File: config.mk
export PLATFORM = sky130hd
export DESIGN_NAME = bounded_deque
export DESIGN_NICKNAME = d
export VERILOG_FILES = /design/src/rtl/bdq_pkg.sv /design/src/rtl/bounded_deque.sv /design/src/rtl/bdq_ram.sv /design/src/rtl/bdq_ctrl.sv
export SDC_FILE = /design/constraint.sdc
export NUM_CORES = 1
export LEC_CHECK = 0
export BUFFER_PORTS_ARGS = -buffer_cell sky130_fd_sc_hd__buf_2
export CORE_MARGIN = 4
export CORE_UTILIZATION = 45
export DETAILED_ROUTE_END_ITERATION = 10
export PLACE_DENSITY = 0.58
export SYNTH_ARGS = -nofsm -noshare
export SYNTH_HDL_FRONTEND = slang
export SYNTH_SLANG_ARGS = --single-unit
File: constraint.sdc
create_clock -name clk -period 11.34 [get_ports clk]
set_input_delay 2.268 -clock clk [delete_from_list [all_inputs] [get_ports clk]]
set_output_delay 2.268 -clock clk [all_outputs]
set_load 0.05 [all_outputs]
File: src/rtl/bdq_pkg.sv
// ----------------------------------------------------------------------------
// bdq_pkg
// Shared types and constants for the bounded double-ended queue.
// ----------------------------------------------------------------------------
package bdq_pkg;

    localparam int DEPTH_DEFAULT = 32;
    localparam int VALUE_W       = 32;
    localparam int COUNT_OUT_W   = 6;
    localparam int IN_TDATA_W    = 40;
    localparam int OUT_TDATA_W   = 48;

    typedef enum logic [2:0] {
        ACT_PUSH_FRONT = 3'd0,
        ACT_PUSH_BACK  = 3'd1,
        ACT_POP_FRONT  = 3'd2,
        ACT_POP_BACK   = 3'd3,
        ACT_CLEAR      = 3'd4
    } action_t;

    typedef enum logic [1:0] {
        ST_DONE      = 2'd0,
        ST_FULL_REJ  = 2'd1,
        ST_EMPTY_REJ = 2'd2
    } status_t;

    typedef struct packed {
        logic                   pop_ok;
        status_t                status;
        logic [COUNT_OUT_W-1:0] entry_count;
        logic                   is_empty;
        logic                   is_full;
    } bdq_meta_t;

endpackage

File: src/rtl/bounded_deque.sv
// ----------------------------------------------------------------------------
// bounded_deque
// Bounded double-ended queue of signed 32-bit values in a ring of DEPTH slots.
//
//   group   dir  tdata fields (low bit up)
//   s_axis  in   action[2:0], push_value[34:3], zero fill to 40
//   m_axis  out  pop_value[31:0], status[33:32], entry_count[39:34],
//                is_empty[40], is_full[41], zero fill to 48
//
// One beat per cycle while no result is stalled; each result appears in the
// cycle after its beat is taken, set by the registered read of the slot memory.
// Reset clears the front pointer and count; slot contents are not cleared.
// A stalled result holds and blocks a new beat only while m_axis_tready is low.
// ----------------------------------------------------------------------------
module bounded_deque #(
    parameter int DEPTH = bdq_pkg::DEPTH_DEFAULT
) (
    input  logic                              clk,
    input  logic                              rst_n,
    input  logic                              s_axis_tvalid,
    output logic                              s_axis_tready,
    // action[2:0], push_value[34:3]
    input  logic [bdq_pkg::IN_TDATA_W-1:0]    s_axis_tdata,
    output logic                              m_axis_tvalid,
    input  logic                              m_axis_tready,
    // pop_value[31:0], status[33:32], entry_count[39:34], is_empty[40], is_full[41]
    output logic [bdq_pkg::OUT_TDATA_W-1:0]   m_axis_tdata
);

    import bdq_pkg::*;

    localparam int IW = $clog2(DEPTH);

    logic               pend_reg, pend_next;
    logic               accept;
    logic               ram_we, ram_re;
    logic [IW-1:0]      ram_addr;
    logic [VALUE_W-1:0] ram_wdata, ram_rdata, pop_value;
    bdq_meta_t          meta;

    assign s_axis_tready = !pend_reg || m_axis_tready;
    assign accept        = s_axis_tvalid && s_axis_tready;

    bdq_ctrl #(
        .DEPTH (DEPTH)
    ) u_ctrl (
        .clk        (clk),
        .rst_n      (rst_n),
        .accept     (accept),
        .action     (action_t'(s_axis_tdata[2:0])),
        .push_value (s_axis_tdata[34:3]),
        .ram_we     (ram_we),
        .ram_re     (ram_re),
        .ram_addr   (ram_addr),
        .ram_wdata  (ram_wdata),
        .meta       (meta)
    );

    bdq_ram #(
        .WIDTH (VALUE_W),
        .DEPTH (DEPTH)
    ) u_slots (
        .clk   (clk),
        .we    (ram_we),
        .waddr (ram_addr),
        .wdata (ram_wdata),
        .re    (ram_re),
        .raddr (ram_addr),
        .rdata (ram_rdata)
    );

    always_comb
    begin
        pend_next = pend_reg;
        if (accept)
        begin
            pend_next = 1'b1;
        end
        else if (m_axis_tready)
        begin
            pend_next = 1'b0;
        end
    end

    always_ff @(posedge clk or negedge rst_n)
    begin
        if (!rst_n)
        begin
            pend_reg <= 1'b0;
        end
        else
        begin
            pend_reg <= pend_next;
        end
    end

    assign pop_value     = meta.pop_ok ? ram_rdata : '0;
    assign m_axis_tvalid = pend_reg;
    assign m_axis_tdata  = {6'd0, meta.is_full, meta.is_empty, meta.entry_count,
                            meta.status, pop_value};

    a_hold_stall: assert property (@(posedge clk) disable iff (!rst_n)
        (m_axis_tvalid && !m_axis_tready) |-> !s_axis_tready)
        else $error("beat taken while result stalled");

    a_pop_zero: assert property (@(posedge clk) disable iff (!rst_n)
        (m_axis_tvalid && meta.status != ST_DONE) |-> (pop_value == '0))
        else $error("rejected beat carries a value");

    a_result_follows: assert property (@(posedge clk) disable iff (!rst_n)
        accept |=> m_axis_tvalid)
        else $error("accepted beat gave no result");

endmodule

File: src/rtl/bdq_ram.sv
// ----------------------------------------------------------------------------
// bdq_ram
// Generic single-clock RAM, one write port, one read port, registered read.
// ----------------------------------------------------------------------------
module bdq_ram #(
    parameter int WIDTH = 32,
    parameter int DEPTH = 32
) (
    input  logic                     clk,
    input  logic                     we,
    input  logic [$clog2(DEPTH)-1:0] waddr,
    input  logic [WIDTH-1:0]         wdata,
    input  logic                     re,
    input  logic [$clog2(DEPTH)-1:0] raddr,
    output logic [WIDTH-1:0]         rdata
);

    logic [WIDTH-1:0] mem [DEPTH];
    logic [WIDTH-1:0] rdata_reg;

    always_ff @(posedge clk)
    begin
        if (we)
        begin
            mem[waddr] <= wdata;
        end
        if (re)
        begin
            rdata_reg <= mem[raddr];
        end
    end

    assign rdata = rdata_reg;

endmodule

File: src/rtl/bdq_ctrl.sv
// ----------------------------------------------------------------------------
// bdq_ctrl
// Front pointer and count of the ring; decides each operation and drives
// the slot memory access.
// ----------------------------------------------------------------------------
module bdq_ctrl #(
    parameter int DEPTH = bdq_pkg::DEPTH_DEFAULT
) (
    input  logic                          clk,
    input  logic                          rst_n,
    input  logic                          accept,
    input  bdq_pkg::action_t              action,
    input  logic [bdq_pkg::VALUE_W-1:0]   push_value,
    output logic                          ram_we,
    output logic                          ram_re,
    output logic [$clog2(DEPTH)-1:0]      ram_addr,
    output logic [bdq_pkg::VALUE_W-1:0]   ram_wdata,
    output bdq_pkg::bdq_meta_t            meta
);

    import bdq_pkg::*;

    localparam int IW = $clog2(DEPTH);
    localparam int CW = $clog2(DEPTH + 1);
    localparam int SW = CW + 1;

    logic [IW-1:0] front_reg, front_next;
    logic [CW-1:0] count_reg, count_next;
    bdq_meta_t     meta_reg, meta_next;

    logic          full, empty;
    logic [SW-1:0] back_sum, last_sum;
    logic [IW-1:0] back_pos, last_pos, front_dec, front_inc;
    logic          pop_ok;
    status_t       status;

    assign full  = (count_reg == CW'(DEPTH));
    assign empty = (count_reg == '0);

    assign back_sum = SW'(front_reg) + SW'(count_reg);
    assign last_sum = back_sum - SW'(1);
    assign back_pos = (back_sum >= SW'(DEPTH)) ? IW'(back_sum - SW'(DEPTH)) : IW'(back_sum);
    assign last_pos = (last_sum >= SW'(DEPTH)) ? IW'(last_sum - SW'(DEPTH)) : IW'(last_sum);
    assign front_dec = (front_reg == '0) ? IW'(DEPTH - 1) : front_reg - IW'(1);
    assign front_inc = (front_reg == IW'(DEPTH - 1)) ? '0 : front_reg + IW'(1);

    always_comb
    begin
        front_next = front_reg;
        count_next = count_reg;
        ram_we     = 1'b0;
        ram_re     = 1'b0;
        ram_addr   = front_reg;
        ram_wdata  = push_value;
        pop_ok     = 1'b0;
        status     = ST_DONE;
        if (accept)
        begin
            if ((action inside {ACT_PUSH_FRONT, ACT_PUSH_BACK}) && full)
            begin
                status = ST_FULL_REJ;
            end
            else if ((action inside {ACT_POP_FRONT, ACT_POP_BACK}) && empty)
            begin
                status = ST_EMPTY_REJ;
            end
            else
            begin
                case (action)
                    ACT_PUSH_FRONT:
                    begin
                        front_next = front_dec;
                        count_next = count_reg + CW'(1);
                        ram_we     = 1'b1;
                        ram_addr   = front_dec;
                    end
                    ACT_PUSH_BACK:
                    begin
                        count_next = count_reg + CW'(1);
                        ram_we     = 1'b1;
                        ram_addr   = back_pos;
                    end
                    ACT_POP_FRONT:
                    begin
                        front_next = front_inc;
                        count_next = count_reg - CW'(1);
                        ram_re     = 1'b1;
                        ram_addr   = front_reg;
                        pop_ok     = 1'b1;
                    end
                    ACT_POP_BACK:
                    begin
                        count_next = count_reg - CW'(1);
                        ram_re     = 1'b1;
                        ram_addr   = last_pos;
                        pop_ok     = 1'b1;
                    end
                    ACT_CLEAR:
                    begin
                        front_next = '0;
                        count_next = '0;
                    end
                    default:
                    begin
                        front_next = front_reg;
                    end
                endcase
            end
        end
    end

    always_comb
    begin
        meta_next             = meta_reg;
        if (accept)
        begin
            meta_next.pop_ok      = pop_ok;
            meta_next.status      = status;
            meta_next.entry_count = COUNT_OUT_W'(count_next);
            meta_next.is_empty    = (count_next == '0);
            meta_next.is_full     = (count_next == CW'(DEPTH));
        end
    end

    always_ff @(posedge clk or negedge rst_n)
    begin
        if (!rst_n)
        begin
            front_reg <= '0;
            count_reg <= '0;
        end
        else
        begin
            front_reg <= front_next;
            count_reg <= count_next;
        end
    end

    always_ff @(posedge clk)
    begin
        meta_reg <= meta_next;
    end

    assign meta = meta_reg;

    a_count_bound: assert property (@(posedge clk) disable iff (!rst_n)
        count_reg <= CW'(DEPTH))
        else $error("count exceeds depth");

    a_front_bound: assert property (@(posedge clk) disable iff (!rst_n)
        front_reg <= IW'(DEPTH - 1))
        else $error("front pointer out of range");

    a_one_access: assert property (@(posedge clk) disable iff (!rst_n)
        !(ram_we && ram_re))
        else $error("read and write in the same cycle");

    a_reject_hold: assert property (@(posedge clk) disable iff (!rst_n)
        (accept && status != ST_DONE) |=> ($stable(count_reg) && $stable(front_reg)))
        else $error("rejected operation changed state");

endmodule
==> summary.md <==
| Metric | Value |
|---|---|
| Initial core utilization | `45.5%` |
| Top cells by area, synth | `edfxtp_1 72%, mux2i_1 5.2%, nand2_1 4.9%` |
| Cells along the critical path | `buf_2 > nor2b_1 > nand4bb_1 > nor2_2 > nor2_4 > buf_4 > nor2_8 > buf_4 > buf_4 > and3_1 > o32ai_1 > or4_1` |
| Max FFs per register | `about 1000` |
| EDFF count, synth | `roughly 1100` |
| DP Area | `45900 um2` |
| Worst-path fanout max | `82` |
| Placer Congestion | `0.774` |
| FF+latch count, synth | `between 1000 and 1500` |
| DRC viols | `0` |
| Worst-margin pin slew | `1.12 ns` |
| CP max stage cell | `buf_4` |
| R2R Path Start | `u_ctrl.front_reg[1]` |
| Register area share after synthesis | `73.1%` |
| Cts bufs inserted | `109` |
| Reg-to-Reg End | `u_slots.mem[15][18]` |
| Syn_area_per_cell | `between 15 and 20 um2` |
| Maximum clock frequency | `0.140 GHz` |
| Final HPWL DP | `about 61 mm` |
| Post-CTS Setup Inserts | `0` |
| Cells after Synth | `~2900` |
| Worst-case clock buffer depth | `3` |
| H-tree depth | `3` |
| Critical Path Most Common Cell | `buf_4` |
| Final Cycle Share | `a little over three fifths` |
| WP data arrival | `approximately 7.5 ns` |
| Largest net degree at the start of global routing | `147` |
| Stages on worst setup path | `12` |
| Top FF cell, synth | `edfxtp_1` |
| Top-count cell post-synth | `edfxtp_1` |
| First drt pass iteration count | `5` |
| Slew headroom | `25.7%` |
| Hold Startpoint | `m_axis_tvalid` |
| Setup CP Type | `in2reg` |
| Yosys top cell area share | `72.4%` |
| Post-Layout Inst Area | `49500 um2` |
| Status | `completed` |
| First DRT Iteration DRCs | `approximately 2300` |
| Synth unique cells | `between 60 and 70` |
| Buf/Inv on CP | `4` |
| VDD IR max | `204 uV` |
| Worst r2r path cells | `13` |
| WL/cell | `about 27 um` |
| CP Capture Type | `flip-flop` |
| Leading cell types by count after synthesis | `1067 x edfxtp_1, 581 x nand2_1, 257 x and3_1` |
| Asr flop ratio synth | `under 10%` |
| Die area | `103000 um2` |
| Antenna violations before repair | `5` |
| Final hold vios | `0` |
| Area leader, netlist | `edfxtp_1` |
| GRT Resource Usage Total | `approximately 22%` |
| Clock Latency Late Sink | `0.68 ns` |
| # clock sinks | `1079` |
| Post-CTS Hold Buffers | `0` |
| Max stage delay on crit path | `~0.95 ns` |
| Max Cap Viol | `0` |
| Setup TNS Final | `0 ns` |
| R2R Setup Slk | `4.55 ns` |
| Vias in the first global route | `24956` |
| Die H | `322 um` |
| Setup violators final | `0` |
| First-pass GRT wire length | `167 mm` |
| Via-to-Cell Ratio | `5.81` |
| Port Buf Inserts | `~80` |
| Core area | `~97000 um2` |
| Mapped Area | `44200 um2` |
| Yosys warns | `0` |
| Rows | `around 110` |
| Horiz. Die Dim | `322 um` |
| Minimum clock period | `7.16 ns` |
| CTS tree | `done` |
| Pwr/cell area | `235 nW/um2` |
| Kind of cell adding the most delay to the critical path | `simple AND/OR/NAND/NOR gates` |
| # IOs | `94` |
| Final WL | `about 120 mm` |
| Critical Path Source | `s_axis_tdata[1]` |
| Min-Delay Path Class | `reg2reg` |
| ANT nets after route | `0` |
| Vias | `25217` |
| Crit start category | `input pin` |
| Final #Nets | `3039` |
| Clock slew at reported path FFs | `0.06 ns` |
| Pins Over Slew Limit | `0` |
| CTS resizes | `0` |
| Clk_skew | `0.0305 ns` |
| Leakage | `roughly 18 nW` |
| Layout area overhead | `11.9%` |
| Setup crit end | `u_slots.rdata[13]` |
| Critical Path RT | `11.69 ns` |
| RSZ-0062 raised after global routing | `false` |
| Layout cells sized above 1 | `between 10% and 20%` |
| GR Overflow Total | `0` |
| CTS root buffer | `clkbuf_16` |
worst reg2reg max path: stages, from the launching register on:
cell and delay [ns]:
dfrtp_2 0.34, buf_4 0.57, fa_1 0.61, inv_1 0.08, ha_1 0.22, and2_1 0.16, a2111oi_2 0.36, and2b_1 0.18
buf_4 0.43, a21o_4 0.49, buf_4 0.68, nand3_1 0.83, nor2_4 0.93, buf_4 0.55
kinds of logic after synthesis:
kind of cell / share of synthesized area, %
buffers and inverters: 2.61
xor gates and xnor gates: 0.238
muxes: 8.51
adders and majority gates: 0.430
DFF: 73.1
AOI/OAI and AO/OA: 4.29
and+or+nand+nor: 10.8
other: 0.00848
layer usage:
layer	wire length [um]	track usage (%)	share of wire, %
met5	0	0	0
met4	4560	8.41	3.9
met3	7040	2.73	6.1
met2	55300	36.4	48
met1	48900	30.3	42
where the power goes:
part / leakage, nW / internal (W) / switching (W)
Sequential: 9.75 / 0.00452 / 0.0000618
Clock: 1.73 / 0.00210 / 0.00147
Combinational: 6.21 / 0.00125 / 0.00223
Total: 17.7 / 0.00788 / 0.00376
cells in the final DEF, fill, tap and decap left out, types with 13 or more instances in the layout:
cell | netlist | layout
and2_1 | 35 | 35
edfxtp_1 | 1067 | 1067
mux2_2 | 117 | 117
and3_1 | 257 | 257
clkbuf_16 | 0 | 113
mux2i_1 | 232 | 232
buf_4 | 34 | 60
clkbuf_1 | 60 | 21
nor2_1 | 47 | 13
clkinv_2 | 0 | 14
buf_2 | 77 | 82
clkinv_1 | 0 | 28
nor2_4 | 0 | 34
o32ai_1 | 128 | 128
or4_1 | 34 | 34
nand2_1 | 581 | 581
bufinv_16 | 0 | 13
o21ai_0 | 44 | 44
a32oi_1 | 28 | 28
final cells by class:
cell class	count	area [um2]
Clock inverter	62	653
Multi-Input combinational cell	1635	11000
Fill cell	7950	47600
Antenna cell	1	2.50
Inverter	12	45.0
Sequential cell	1079	32300
Tap cell	1276	1600
Timing Repair Buffer	144	901
Clock buffer	134	2910
how the worst min path moves through the flow:
stage	to	depth (start not counted)
6_report	m_axis_tvalid	2
5_1_grt	m_axis_tvalid	2
4_1_cts	m_axis_tvalid	2
3_5_place_dp	m_axis_tvalid	2
3_3_place_gp	m_axis_tvalid	2
2_1_floorplan	u_ctrl.count_reg[3]	2
stage by stage:
step                      total power (W)  setup WS [ns]  utilization [%]  hold slack (ns)  std cells
after global routing               0.0121           3.99             50.9            0.654       4342
after detailed placement          0.00815           3.53             47.3            0.611       4146
final                              0.0116           4.18             51.0            0.638       4343
after floorplan                   0.00713           5.08                -            0.542       2920
after global placement            0.00809           3.53             47.3            0.596       4146
after CTS                          0.0117           4.24             50.9            0.628       4342
(Power assumes the default switching activity.)
